[config.mk]
export PLATFORM = sky130hd
export DESIGN_NAME = timed_phase_sequencer_top
export DESIGN_NICKNAME = d
export VERILOG_FILES = /design/src/rtl/core/tps_pkg.sv /design/src/rtl/core/tps_ram.sv /design/src/rtl/core/timed_phase_sequencer_top.sv
export VERILOG_INCLUDE_DIRS = /design/src /design/src/rtl/core
export SDC_FILE = /design/constraint.sdc
export NUM_CORES = 2
export LEC_CHECK = 0
export ABC_AREA = 1
export ABC_CLOCK_PERIOD_IN_PS = 7900
export BUFFER_PORTS_ARGS = -buffer_cell sky130_fd_sc_hd__buf_2
export CAP_MARGIN = 15
export CORE_UTILIZATION = 42
export CTS_CLUSTER_DIAMETER = 80
export DETAILED_ROUTE_END_ITERATION = 10
export MAX_ROUTING_LAYER = met4
export PLACE_DENSITY = 0.57
export SLEW_MARGIN = 40
export SYNTH_ARGS = -nofsm -noshare
export SYNTH_HDL_FRONTEND = slang
export SYNTH_SLANG_ARGS = --single-unit
[constraint.sdc]
create_clock -name i_clk -period 7.9 [get_ports i_clk]
set_clock_uncertainty 0.15 [all_clocks]
set_input_delay 0.79 -clock i_clk [delete_from_list [all_inputs] [get_ports i_clk]]
set_output_delay 0.79 -clock i_clk [all_outputs]
set_load 0.02 [all_outputs]
[src/rtl/core/timed_phase_sequencer_top_assert.svh]
// assertion macros for the timed phase sequencer
`ifndef TIMED_PHASE_SEQUENCER_TOP_ASSERT_SVH
`define TIMED_PHASE_SEQUENCER_TOP_ASSERT_SVH
`ifndef SYNTH
`define TPS_ASSERT_IMPL(label, clk, rst_n, a, c) \
    label: assert property (@(posedge clk) disable iff (!rst_n) (a) |-> (c)) \
        else $error("tps check failed");
`define TPS_ASSERT_NEXT(label, clk, rst_n, a, c) \
    label: assert property (@(posedge clk) disable iff (!rst_n) (a) |=> (c)) \
        else $error("tps check failed");
`else
`define TPS_ASSERT_IMPL(label, clk, rst_n, a, c)
`define TPS_ASSERT_NEXT(label, clk, rst_n, a, c)
`endif
`endif

[src/rtl/core/tps_pkg.sv]
// ----------------------------------------------------------------------------
// tps_pkg
// shared constants and codes of the timed phase sequencer
// ----------------------------------------------------------------------------
package tps_pkg;
    localparam int SCENE_SLOTS_DEF = 4;
    localparam int MAX_PHASES_DEF  = 8;
    localparam int RESULT_LIMIT    = 64;
    localparam logic signed [31:0] ONE_Q16 = 32'sh0001_0000;

    localparam logic [1:0] MODE_START = 2'd0;
    localparam logic [1:0] MODE_STOP  = 2'd1;
    localparam logic [1:0] MODE_TICK  = 2'd2;

    localparam logic [2:0] EV_SCENE_BEGIN   = 3'd0;
    localparam logic [2:0] EV_PHASE_BEGIN   = 3'd1;
    localparam logic [2:0] EV_PHASE_END     = 3'd2;
    localparam logic [2:0] EV_SCENE_END     = 3'd3;
    localparam logic [2:0] EV_TABLE_FULL    = 3'd4;
    localparam logic [2:0] EV_LIST_OVERFLOW = 3'd5;
endpackage

[src/rtl/core/tps_ram.sv]
// ----------------------------------------------------------------------------
// tps_ram
// generic single-port-write ram with registered read
// ----------------------------------------------------------------------------
module tps_ram #(
    parameter int WIDTH = 32,
    parameter int DEPTH = 32
) (
    input  logic                     i_clk,
    input  logic                     i_we,
    input  logic [$clog2(DEPTH)-1:0] i_waddr,
    input  logic [WIDTH-1:0]         i_wdata,
    input  logic [$clog2(DEPTH)-1:0] i_raddr,
    output logic [WIDTH-1:0]         o_rdata
);
    logic [WIDTH-1:0] r_mem [DEPTH];
    always_ff @(posedge i_clk) begin
        if (i_we) r_mem[i_waddr] <= i_wdata;
        o_rdata <= r_mem[i_raddr];
    end
endmodule

[src/rtl/core/timed_phase_sequencer_top.sv]
// ----------------------------------------------------------------------------
// timed_phase_sequencer_top
// table of timed phase sequences driven by start, stop and tick beats
// ----------------------------------------------------------------------------
// channel   dir  tdata (low bit up)                              tuser
// s_axis    in   handle[63:0] phase_id[95:64] period[127:96]      mode[1:0] phase_valid[2]
//                delta_time[159:128]                               last_entry as tlast
// m_axis    out  scene[63:0] phase[95:64]                          event_res[2:0], last as tlast
//
// one beat at a time: a small sequencer walks the slots one per step,
// a shared compare unit matches handles and a shared add/compare unit
// updates timers; a start that opens a load scans the slots for its handle
// and then for a free slot, a stop scans for its handle, and a tick adds and
// compares per active slot and reads the ram for each phase event of a fired
// transition; each beat with results ends by releasing the final one as last
// the phase list lives in one ram with registered read
// reset is synchronous active low and clears valid bits and control only
// s_axis_tready is high only in idle; each result passes a one-beat stage
// before the output register, so last is known when it leaves; a full stage
// with a held output beat holds back the next result until m_axis takes it
// ----------------------------------------------------------------------------
module timed_phase_sequencer_top
    import tps_pkg::*;
#(
    parameter int SCENE_SLOTS = SCENE_SLOTS_DEF,
    parameter int MAX_PHASES  = MAX_PHASES_DEF
) (
    input  logic         i_clk,
    input  logic         i_rst_n,
    input  logic         s_axis_tvalid,
    output logic         s_axis_tready,
    input  logic [159:0] s_axis_tdata,   // handle, phase_id, period, delta_time
    input  logic [2:0]   s_axis_tuser,   // mode, phase_valid
    input  logic         s_axis_tlast,
    output logic         m_axis_tvalid,
    input  logic         m_axis_tready,
    output logic [95:0]  m_axis_tdata,   // scene, phase
    output logic [2:0]   m_axis_tuser,   // event_res
    output logic         m_axis_tlast
);
    `include "timed_phase_sequencer_top_assert.svh"

    localparam int SW = (SCENE_SLOTS > 1) ? $clog2(SCENE_SLOTS) : 1;
    localparam int PW = (MAX_PHASES > 1) ? $clog2(MAX_PHASES) : 1;
    localparam int LW = $clog2(MAX_PHASES + 1);
    localparam int DEPTH = SCENE_SLOTS * MAX_PHASES;
    localparam int AW = (DEPTH > 1) ? $clog2(DEPTH) : 1;
    localparam int CW = $clog2(RESULT_LIMIT + 1);

    // sequencer states
    localparam logic [3:0] S_IDLE   = 4'd0;
    localparam logic [3:0] S_FIND   = 4'd1;  // same-handle scan
    localparam logic [3:0] S_FREE   = 4'd2;  // free slot scan
    localparam logic [3:0] S_LOAD   = 4'd3;  // append phase
    localparam logic [3:0] S_ACT    = 4'd4;  // activation events
    localparam logic [3:0] S_STOP   = 4'd5;
    localparam logic [3:0] S_TADD   = 4'd6;  // timer add
    localparam logic [3:0] S_TCHK   = 4'd7;  // due compare
    localparam logic [3:0] S_RD     = 4'd8;  // ram read wait
    localparam logic [3:0] S_EMIT   = 4'd9;  // push ram phase event
    localparam logic [3:0] S_EMIT2  = 4'd10; // second event
    localparam logic [3:0] S_DONE   = 4'd11;
    localparam logic [3:0] S_FLUSH  = 4'd12; // release staged result as last

    // next-action codes after a ram read
    localparam logic [1:0] K_ACT  = 2'd0;
    localparam logic [1:0] K_STOP = 2'd1;
    localparam logic [1:0] K_TEND = 2'd2;
    localparam logic [1:0] K_TBEG = 2'd3;

    logic [3:0] r_state;
    logic [SCENE_SLOTS-1:0] r_used;
    logic [63:0] r_handle [SCENE_SLOTS];
    logic signed [31:0] r_period [SCENE_SLOTS];
    logic signed [31:0] r_timer [SCENE_SLOTS];
    logic [LW-1:0] r_pos [SCENE_SLOTS];
    logic [LW-1:0] r_len [SCENE_SLOTS];
    logic r_loading;
    logic [SW-1:0] r_lslot;
    logic [SW-1:0] r_idx;
    logic [1:0] r_kind;
    logic [CW-1:0] r_cnt;

    // latched beat
    logic [63:0] r_h;
    logic [31:0] r_pid;
    logic signed [31:0] r_per;
    logic signed [31:0] r_dt;
    logic r_pv, r_le;

    // result stage, holds the newest result until the next one or the end
    logic r_sv;
    logic [2:0] r_sev;
    logic [63:0] r_ssc;
    logic [31:0] r_sph;

    // output register
    logic r_ov;
    logic [2:0] r_oev;
    logic [63:0] r_osc;
    logic [31:0] r_oph;
    logic r_olast;

    logic ram_we;
    logic [AW-1:0] ram_waddr, ram_raddr;
    logic [31:0] ram_rdata;

    tps_ram #(.WIDTH(32), .DEPTH(DEPTH)) u_phase_ram (
        .i_clk  (i_clk),
        .i_we   (ram_we),
        .i_waddr(ram_waddr),
        .i_wdata(r_pid),
        .i_raddr(ram_raddr),
        .o_rdata(ram_rdata)
    );

    function automatic logic [AW-1:0] addr(logic [SW-1:0] s, logic [LW-1:0] p);
        logic [AW+LW:0] a;
        a = (AW+LW+1)'(s) * (AW+LW+1)'(MAX_PHASES) + (AW+LW+1)'(p);
        return a[AW-1:0];
    endfunction

    // shared unit: handle compare and saturating timer add
    logic hmatch;
    logic signed [32:0] sum;
    logic signed [31:0] sat;
    logic last_slot;
    assign hmatch = (r_handle[r_idx] == r_h);
    assign sum = 33'(r_timer[r_idx]) + 33'(r_dt);
    assign sat = (sum > 33'sh0_7FFF_FFFF) ? 32'sh7FFF_FFFF :
                 (sum < -33'sh0_8000_0000) ? 32'sh8000_0000 : sum[31:0];
    assign last_slot = (32'(r_idx) == SCENE_SLOTS - 1);

    logic can_push;
    assign can_push = !r_ov || m_axis_tready;
    assign s_axis_tready = (r_state == S_IDLE);

    assign m_axis_tvalid = r_ov;
    assign m_axis_tdata  = {r_oph, r_osc};
    assign m_axis_tuser  = r_oev;
    assign m_axis_tlast  = r_olast;

    // fire condition for the current slot in a tick
    logic due;
    assign due = r_used[r_idx] && (r_pos[r_idx] < r_len[r_idx]) &&
                 (r_timer[r_idx] >= r_period[r_idx]) && (32'(r_cnt) + 2 <= RESULT_LIMIT);

    // valid phase with a full list
    logic ovf;
    assign ovf = r_pv && (r_len[r_lslot] >= LW'(MAX_PHASES));

    // result wanted by the current state
    logic e_want;
    logic [2:0] e_ev;
    logic [63:0] e_sc;
    logic [31:0] e_ph;
    always_comb begin
        e_want = 1'b0;
        e_ev = EV_SCENE_BEGIN;
        e_sc = r_handle[r_idx];
        e_ph = '0;
        case (r_state)
            S_FREE: begin
                if (r_used[r_idx] && last_slot) begin
                    e_want = 1'b1;
                    e_ev = EV_TABLE_FULL;
                    e_sc = r_h;
                end
            end
            S_LOAD: begin
                if (ovf) begin
                    e_want = 1'b1;
                    e_ev = EV_LIST_OVERFLOW;
                    e_sc = r_handle[r_lslot];
                    e_ph = r_pid;
                end
            end
            S_ACT: e_want = 1'b1;
            S_EMIT: begin
                e_want = 1'b1;
                e_ev = (r_kind inside {K_STOP, K_TEND}) ? EV_PHASE_END : EV_PHASE_BEGIN;
                e_ph = ram_rdata;
            end
            S_EMIT2: begin
                e_want = 1'b1;
                e_ev = EV_SCENE_END;
            end
            default: ;
        endcase
    end

    // a staged result moves to the output register when the next result
    // arrives (not last) or when the beat's work ends (last)
    logic e_go, f_go, push_out;
    assign e_go = e_want && (!r_sv || can_push);
    assign f_go = (r_state == S_FLUSH) && r_sv && can_push;
    assign push_out = r_sv && (e_go || f_go);

    always_comb begin
        ram_we = 1'b0;
        ram_waddr = addr(r_lslot, r_len[r_lslot]);
        ram_raddr = addr(r_idx, r_pos[r_idx]);
        if (r_state == S_LOAD && r_pv && !ovf) ram_we = 1'b1;
    end

    always_ff @(posedge i_clk) begin
        if (!i_rst_n) begin
            r_state <= S_IDLE;
            r_used <= '0;
            r_loading <= 1'b0;
            r_ov <= 1'b0;
            r_sv <= 1'b0;
            r_lslot <= '0;
            r_idx <= '0;
            r_cnt <= '0;
        end else begin
            // output register and stage
            if (push_out) begin
                r_ov <= 1'b1; r_oev <= r_sev; r_osc <= r_ssc; r_oph <= r_sph;
                r_olast <= f_go;
            end else if (r_ov && m_axis_tready) r_ov <= 1'b0;
            if (e_go) begin
                r_sv <= 1'b1; r_sev <= e_ev; r_ssc <= e_sc; r_sph <= e_ph;
            end else if (f_go) r_sv <= 1'b0;

            case (r_state)
                S_IDLE: begin
                    if (s_axis_tvalid) begin
                        r_pv <= s_axis_tuser[2];
                        r_le <= s_axis_tlast;
                        r_h <= s_axis_tdata[63:0];
                        r_pid <= s_axis_tdata[95:64];
                        r_per <= s_axis_tdata[127:96];
                        r_dt <= s_axis_tdata[159:128];
                        r_idx <= '0;
                        r_cnt <= '0;
                        case (s_axis_tuser[1:0])
                            MODE_START: r_state <= r_loading ? S_LOAD : S_FIND;
                            MODE_STOP:  r_state <= S_STOP;
                            MODE_TICK:  r_state <= S_TADD;
                            default:    r_state <= S_IDLE;
                        endcase
                    end
                end
                S_FIND: begin
                    if (r_used[r_idx] && hmatch) begin
                        r_lslot <= r_idx;
                        r_state <= S_DONE; // begin load below
                    end else if (last_slot) begin
                        r_idx <= '0;
                        r_state <= S_FREE;
                    end else r_idx <= r_idx + 1'b1;
                end
                S_FREE: begin
                    if (!r_used[r_idx]) begin
                        r_lslot <= r_idx;
                        r_state <= S_DONE;
                    end else if (last_slot) begin
                        // table full result staged by the event decode
                        if (e_go) r_state <= S_FLUSH;
                    end else r_idx <= r_idx + 1'b1;
                end
                S_DONE: begin
                    // start a fresh load in slot r_lslot
                    r_used[r_lslot] <= 1'b0;
                    r_handle[r_lslot] <= r_h;
                    r_len[r_lslot] <= '0;
                    r_loading <= 1'b1;
                    r_state <= S_LOAD;
                end
                S_LOAD: begin
                    if (!ovf || e_go) begin
                        r_period[r_lslot] <= (r_per > 0) ? r_per : ONE_Q16;
                        if (r_pv && !ovf) r_len[r_lslot] <= r_len[r_lslot] + 1'b1;
                        if (r_le) begin
                            r_idx <= r_lslot;
                            r_state <= S_ACT;
                        end else r_state <= S_FLUSH;
                    end
                end
                S_ACT: begin
                    // scene begin
                    if (e_go) begin
                        r_loading <= 1'b0;
                        r_timer[r_idx] <= '0;
                        r_pos[r_idx] <= '0;
                        r_kind <= K_ACT;
                        if (r_len[r_idx] == '0) r_state <= S_EMIT2;
                        else begin
                            r_used[r_idx] <= 1'b1;
                            r_state <= S_RD;
                        end
                    end
                end
                S_STOP: begin
                    if (r_used[r_idx] && hmatch) begin
                        r_used[r_idx] <= 1'b0;
                        r_kind <= K_STOP;
                        r_state <= (r_pos[r_idx] < r_len[r_idx]) ? S_RD : S_EMIT2;
                    end else if (last_slot) r_state <= S_IDLE;
                    else r_idx <= r_idx + 1'b1;
                end
                S_TADD: begin
                    if (r_used[r_idx]) begin
                        r_timer[r_idx] <= sat;
                        r_state <= S_TCHK;
                    end else if (last_slot) r_state <= S_FLUSH;
                    else r_idx <= r_idx + 1'b1;
                end
                S_TCHK: begin
                    if (due) begin
                        r_timer[r_idx] <= r_timer[r_idx] - r_period[r_idx];
                        r_kind <= K_TEND;
                        r_state <= S_RD;
                    end else if (last_slot) r_state <= S_FLUSH;
                    else begin
                        r_idx <= r_idx + 1'b1;
                        r_state <= S_TADD;
                    end
                end
                S_RD: r_state <= S_EMIT;
                S_EMIT: begin
                    // phase begin or phase end with the id read from the ram
                    if (e_go) begin
                        r_cnt <= r_cnt + 1'b1;
                        case (r_kind)
                            K_ACT:  r_state <= S_FLUSH;
                            K_STOP: r_state <= S_EMIT2;
                            K_TEND: begin
                                r_pos[r_idx] <= r_pos[r_idx] + 1'b1;
                                if (r_pos[r_idx] + 1'b1 < r_len[r_idx]) begin
                                    r_kind <= K_TBEG;
                                    r_state <= S_RD;
                                end else begin
                                    r_used[r_idx] <= 1'b0;
                                    r_state <= S_EMIT2;
                                end
                            end
                            default: r_state <= S_TCHK;
                        endcase
                    end
                end
                S_EMIT2: begin
                    // scene end
                    if (e_go) begin
                        r_cnt <= r_cnt + 1'b1;
                        r_state <= (r_kind == K_TEND) ? S_TCHK : S_FLUSH;
                    end
                end
                S_FLUSH: begin
                    if (!r_sv || can_push) r_state <= S_IDLE;
                end
                default: r_state <= S_IDLE;
            endcase
        end
    end

    `TPS_ASSERT_IMPL(a_ready_idle, i_clk, i_rst_n, s_axis_tready, r_state == S_IDLE)
    `TPS_ASSERT_NEXT(a_hold, i_clk, i_rst_n, r_ov && !m_axis_tready, r_ov)
    `TPS_ASSERT_IMPL(a_cnt, i_clk, i_rst_n, r_state != S_IDLE, 32'(r_cnt) <= RESULT_LIMIT)
    `TPS_ASSERT_IMPL(a_stage_idle, i_clk, i_rst_n, r_state == S_IDLE, !r_sv)
endmodule

# == Word level (Yosys, flattened, before mapping) ==
# Memories as Yosys holds them, arrays and structs flattened. A register that Yosys moved wholly into a read port is not among the register bits.
# Index checks and enable logic that the tools add are counted.
# word_totals
reg_bits,385
ram_bits,1568
word_cells,284
memories,6
# mem_list
name,words,word_bits,read_ports,rd_clocked_by_memory_dff,wr,line,rtl
u_phase_ram.r_mem,32,32,1,1,1,tps_ram.sv:16,logic [WIDTH-1:0] r_mem [DEPTH];
r_handle,4,64,2,2,1,timed_phase_sequencer_top.sv:73,logic [63:0] r_handle [SCENE_SLOTS];
r_period,4,32,1,1,1,timed_phase_sequencer_top.sv:74,logic signed [31:0] r_period [SCENE_SLOTS];
r_timer,4,32,1,1,1,timed_phase_sequencer_top.sv:75,logic signed [31:0] r_timer [SCENE_SLOTS];
r_len,4,4,2,2,1,timed_phase_sequencer_top.sv:77,logic [LW-1:0] r_len [SCENE_SLOTS];
r_pos,4,4,1,1,1,timed_phase_sequencer_top.sv:76,logic [LW-1:0] r_pos [SCENE_SLOTS];
# classes
addsub,9
n_lt_le_gt_ge,12
n_eq_ne,44
muxes,134
bitwise_logic,9
reduce_logical,48
# ops
operator,n
32-bit 2-to-1 mux,6
64-bit 2-to-1 mux,2
64-bit case mux with 2 select lines,1
4-bit 2-to-1 mux,27
2-bit 2-to-1 mux,37
64-bit equality test,1
32-bit case mux with 2 select lines,1
4-bit case mux with 13 select lines,1
1-bit 2-to-1 mux,42
2-bit != test (second input constant),18
32-bit by 32-bit adder with 33-bit output,1
33-bit by 32-bit > comparator with 1-bit output (second input constant),1
33-bit by 32-bit less-than comparator with 1-bit output (second input constant),1
32-bit greater-or-equal comparator,1
32-bit by 1-bit > comparator with 1-bit output (second input constant),1
32-bit subtractor,1
4-bit equality test (second input constant),5
4-bit by 3-bit equality test with 1-bit output (second input constant),4
1-bit logical AND,16
4-bit case mux with 4 select lines,1
3-bit != test (second input constant),5
7-bit 2-to-1 mux,2
2-bit case mux with 7 select lines,1
7-bit case mux with 2 select lines,1
44 further kinds,79

# == Longest topological paths before layout ==
# depth
ltp_word,12
mapped_depth,29
mapped_depth_nobuf,23

# == Hierarchy ==
# From an unflattened synthesis, not the netlist that was laid out.
# hier_totals
cells_unflattened,7903
hier_area_um2,87099.8
# by_module_without_submodules
module,n_inst,cells_each,area_per_inst_um2
timed_phase_sequencer_top,1,4367,44694.1
tps_ram,1,3536,42405.7

# == Least setup slack after synthesis ==
# No wires, ideal clock.
# synth_path
path_kind,reg2reg
from,register r_state[2]
to,"register r_dt[0], enable pin"
setup_ns,0.688
t_arrival_ns,8.158
path_slack_ns,-1.096
stages_incl_launch_ff,9
path_buffers,1
cell_sequence,dfxtp_1 > buf_2 > nor2_1 > inv_1 > nor2_1 > inv_1 > nor2_1 > inv_1 > nor2_1
# synth_between
elab_chain_len,2
# synth_rtl
item,line,rtl
start: declaration,timed_phase_sequencer_top.sv:71,logic [3:0] r_state;
start signal: assignment,timed_phase_sequencer_top.sv:238,MODE_START: r_state <= r_loading ? S_LOAD : S_FIND;
start signal: assignment,timed_phase_sequencer_top.sv:299,r_state <= (r_pos[r_idx] < r_len[r_idx]) ? S_RD : S_EMIT2;
4-bit zero test,-,
net s_axis_tready,timed_phase_sequencer_top.sv:31,"output logic s_axis_tready,"
3-bit AND reduction (no source line),-,
end signal: assignment,timed_phase_sequencer_top.sv:234,r_dt <= s_axis_tdata[159:128];
end: declaration,timed_phase_sequencer_top.sv:88,logic signed [31:0] r_dt;
# The timed path passes the listed nets, and every way through them passes these cells.
# A chain may end at the register's enable or synchronous reset.

==> flow_summary.ini <==
[placed_design]
io_buffer_count = 269
place.detailed.hpwl_mm = 145
place_congestion = 0.914

[drt]
drt_first_iter_violations = 6455
drc = 0
via_count = 58800
antenna_violating_nets_post_route = 0
routed_wire_length_mm = 250
avgRoutedWirePerCell_um = 23.8
drt_pass1_iterations = 6
detail_route.vias_per_cell = 5.59

[clock_network]
cts_made_buffers = 209
post_cts_resized = 0
tritoncts = done
clk_pin_slew_worst_paths_ns = 0.06
post_cts_setup_bufs = 0
holdBufCountCts = 149
worst_skew_pair.late_latency_ns = 0.87
clock_sinks = 1989
largest_buffer_count_on_any_clock_path = 3
root_buffer = sky130_fd_sc_hd__clkbuf_16
htree_levels = 4

[yosys]
synthesis.area_um2 = 85300
netlist_instances = 7272
synth_enable_flop_cells = 1931
synthesis.area_per_instance_um2 = 11.7
ys.warnings.count = 0
synth.yosys.seq_area_share_pct = 69.4
async_flop_share_pct = 0
ys.flop_type = sky130_fd_sc_hd__edfxtp_1
synth.ff_latch_count = 1989
synth.lib_cells_used.distinct = 62

[worst_setup_path]
timing.critical_path.fanout_max = 147
worst_endpoint_data_arrival_time_ns = 6.07
required_time_of_the_critical_path_ns = 8.28
setup.worst_path.end_class = flip-flop
path_class = flip-flop to flip-flop
worst_setup_path_start_kind = flip-flop

[floorplanning]
die_area_um2 = 205000
pin_count = 270
core_area_um2 = 202000
initial_utilization_pct = 42.2
die_y_um = 453
std_cell_rows = 165
dieWidth_um = 453

[cells_and_area]
mostFrequentLayoutCell = sky130_fd_sc_hd__edfxtp_1
syn2layout_area_growth_pct = 16.3
net_count_final = 7924
layout.filler_cells = 17800
layout.core_utilization_pct = 49.1
post_route_cells_drive_above_1_share_pct = 10.9
top_library_cells_by_usage_in_the_layout_fill_and_taps_aside = sky130_fd_sc_hd__edfxtp_1, sky130_fd_sc_hd__nand2_1, sky130_fd_sc_hd__nor2_1

[global_routing]
globalRoute.totalOverflow = 0
grt_pass1_vias = 55800
number_of_antenna_violations_at_the_first_check_in_global_routing = 7
grt_pass1_wl_mm = 365
grt_start_max_net_pins = 208
grt_util_all_layers_pct = 24.6

[status]
status = completed

[timing]
slew_headroom_pct = 39.2
worstMarginPinSlew_ns = 0.911
timing.final.max_slew_violations = 0
hold_violations = 0
grt_setup_unrepaired = false
finalCritPeriodShare_pct = 72.0
final_setup_violation_count = 0
achievable-frequency_mhz = 176
final.setup.tns_ns = 0
final_critical_delay_including_setup_and_external_delays_ns = 5.69

[power]
power.density_nw_per_um2 = 330
power.internal_mw = 21.1
portion_of_total_power_attributed_to_the_clock_network_pct = 30.6
p_comb_share_pct = 30.3
net-switching-power_mw = 11.6
power.static_leakage_nw = 35.5
ir_drop_uv = 263
pwr-share-seq_pct = 39.1
power_switching_share_pct = 35.5

[run]
timing.max_cap.violations = 0

[hold_path]
timing.hold.worst.class = primary input to flip-flop
[logic make-up (layout without fill, tap and decap cells)]
family          after synthesis  in the layout  share of synthesized area (%)
simple gates               2502           2502                           11.8
flops                      1989           1989                           69.4
compound gates             1668           1668                           12.3
buf+inv                     955           1527                           4.52
fa+ha+maj                    92             92                           1.37
xor+xnor                     65             65                          0.676
other cells                   1              7                        0.00440
[area by class of cell]
class	count	area (um2)	share of cell area, %
flip-flops and latches	1989	59200	59.7
multi-input cells	4331	22800	22.9
clock buffers	273	5710	5.76
repair buffers	587	4750	4.79
well taps	2672	3340	3.37
inverters	546	2090	2.11
clock inverters	121	1340	1.35
diodes	3	7.51	0.00757
[synthesized netlist by cell type (8+ instances only)]
| master | instances | share of area (%) |
|---|---|---|
| sky130_fd_sc_hd__clkbuf_1 | 249 | 1.1 |
| sky130_fd_sc_hd__edfxtp_1 | 1931 | 68 |
| sky130_fd_sc_hd__nand2_2 | 10 | 0.073 |
| sky130_fd_sc_hd__a22o_1 | 32 | 0.33 |
| sky130_fd_sc_hd__o211ai_1 | 102 | 0.90 |
| sky130_fd_sc_hd__buf_6 | 10 | 0.13 |
| sky130_fd_sc_hd__dfxtp_1 | 58 | 1.4 |
| sky130_fd_sc_hd__o311ai_1 | 34 | 0.35 |
| sky130_fd_sc_hd__o22ai_1 | 37 | 0.27 |
| sky130_fd_sc_hd__nand2_1 | 1096 | 4.8 |
| sky130_fd_sc_hd__nor4_1 | 10 | 0.073 |
| sky130_fd_sc_hd__o221ai_1 | 71 | 0.73 |
| sky130_fd_sc_hd__o32ai_1 | 32 | 0.33 |
| sky130_fd_sc_hd__nand3_1 | 296 | 1.7 |
| sky130_fd_sc_hd__a21oi_1 | 475 | 2.8 |
| sky130_fd_sc_hd__nor2_1 | 1005 | 4.4 |
| sky130_fd_sc_hd__a31oi_1 | 42 | 0.31 |
| sky130_fd_sc_hd__o311ai_0 | 191 | 2.0 |
| sky130_fd_sc_hd__xnor2_1 | 27 | 0.28 |
| sky130_fd_sc_hd__nand4_1 | 20 | 0.15 |
| sky130_fd_sc_hd__o21bai_1 | 8 | 0.070 |
| sky130_fd_sc_hd__inv_2 | 8 | 0.035 |
| sky130_fd_sc_hd__buf_4 | 14 | 0.12 |
| sky130_fd_sc_hd__ha_1 | 90 | 1.3 |
| sky130_fd_sc_hd__a32o_1 | 48 | 0.56 |
| sky130_fd_sc_hd__buf_2 | 104 | 0.61 |
| sky130_fd_sc_hd__xor2_1 | 37 | 0.38 |
| sky130_fd_sc_hd__a211oi_1 | 10 | 0.088 |
| sky130_fd_sc_hd__nand3b_1 | 23 | 0.20 |
| sky130_fd_sc_hd__nor3_1 | 26 | 0.15 |
| sky130_fd_sc_hd__inv_1 | 533 | 2.3 |
| sky130_fd_sc_hd__o21ai_0 | 539 | 3.2 |
| sky130_fd_sc_hd__buf_1 | 31 | 0.14 |
[layer usage]
metal / share of wire [%] / global-route usage (%)
met4: 2.7 / 7.39
met1: 43 / 32.9
met3: 6.5 / 3.02
met2: 48 / 39.5
met5: 0 / -
[metrics by stage]
step           area, um2  hold slack [ns]  total power, mW  worst slack (ns)  cells
6_report           99200           0.0426             32.8              2.21  10500
5_1_grt            99200          0.00470             34.4              1.78  10500
3_3_place_gp       89500            0.251             22.6              1.69   9915
3_5_place_dp       90400            0.255             22.8              1.93   9963
2_1_floorplan      85300            0.250             19.5             0.918   7275
4_1_cts            98900         0.000428             32.8              1.90  10500
[state kept, by name, summed over array words and instances, names as in the netlist, 3 cells and up, named ones only]
| signal | count |
|---|---|
| r_cnt | 7 |
| r_osc | 64 |
| r_per | 32 |
| r_handle | 256 |
| r_pos | 16 |
| r_used | 4 |
| r_oph | 32 |
| m_axis_tuser | 3 |
| r_dt | 32 |
| r_timer | 128 |
| u_phase_ram.r_mem | 1024 |
| r_pid | 32 |
| r_ssc | 64 |
| r_h | 64 |
| r_state | 4 |
| r_len | 16 |
| r_sph | 32 |
| r_period | 128 |
| u_phase_ram.o_rdata | 32 |
| r_sev | 3 |
[critical path, cell delays in order, from the launching register on]
cell and delay (ns):
sky130_fd_sc_hd__dfxtp_4 0.52, sky130_fd_sc_hd__clkinv_8 0.45, sky130_fd_sc_hd__o21ai_0 0.37, sky130_fd_sc_hd__o22ai_1 0.13
sky130_fd_sc_hd__ha_1 0.28, sky130_fd_sc_hd__fa_1 0.46, sky130_fd_sc_hd__nand3b_1 0.17, sky130_fd_sc_hd__nand2_1 0.14
sky130_fd_sc_hd__nand2_1 0.06, sky130_fd_sc_hd__nand2_1 0.14, sky130_fd_sc_hd__nand2_1 0.08, sky130_fd_sc_hd__nand2_1 0.19
sky130_fd_sc_hd__nand2_1 0.10, sky130_fd_sc_hd__nand2_1 0.07, sky130_fd_sc_hd__nand2_1 0.05, sky130_fd_sc_hd__nand3_1 0.14
sky130_fd_sc_hd__nand3_1 0.16, sky130_fd_sc_hd__nor2_2 0.23, sky130_fd_sc_hd__inv_2 0.29, sky130_fd_sc_hd__nand2_1 0.14
sky130_fd_sc_hd__inv_1 0.17, sky130_fd_sc_hd__nor2_4 0.33, sky130_fd_sc_hd__buf_16 0.20, sky130_fd_sc_hd__buf_16 0.16
[power groups by stage]
| stage | sequential (mW) | combinational (mW) | clock (mW) |
|---|---|---|---|
| 3_3_place_gp | 13.1 | 9.46 | 0 |
| 5_1_grt | 12.9 | 10.9 | 10.6 |
| 6_report | 12.8 | 9.92 | 10.0 |
| 3_5_place_dp | 13.1 | 9.70 | 0 |
| 4_1_cts | 12.9 | 9.80 | 10.2 |
| 2_1_floorplan | 12.9 | 6.56 | 0 |
[final timing paths]
path,start,end,slack [ns],cells past startpoint
max,flip-flop,r_timer[0][21],2.21,23
min,s_axis_tdata[38],r_h[38],0.04,1
max reg2reg,flip-flop,r_timer[0][21],2.21,23
min reg2reg,r_sph[28],r_oph[28],0.25,0
No activity file was read; power rests on OpenSTA's default activity.
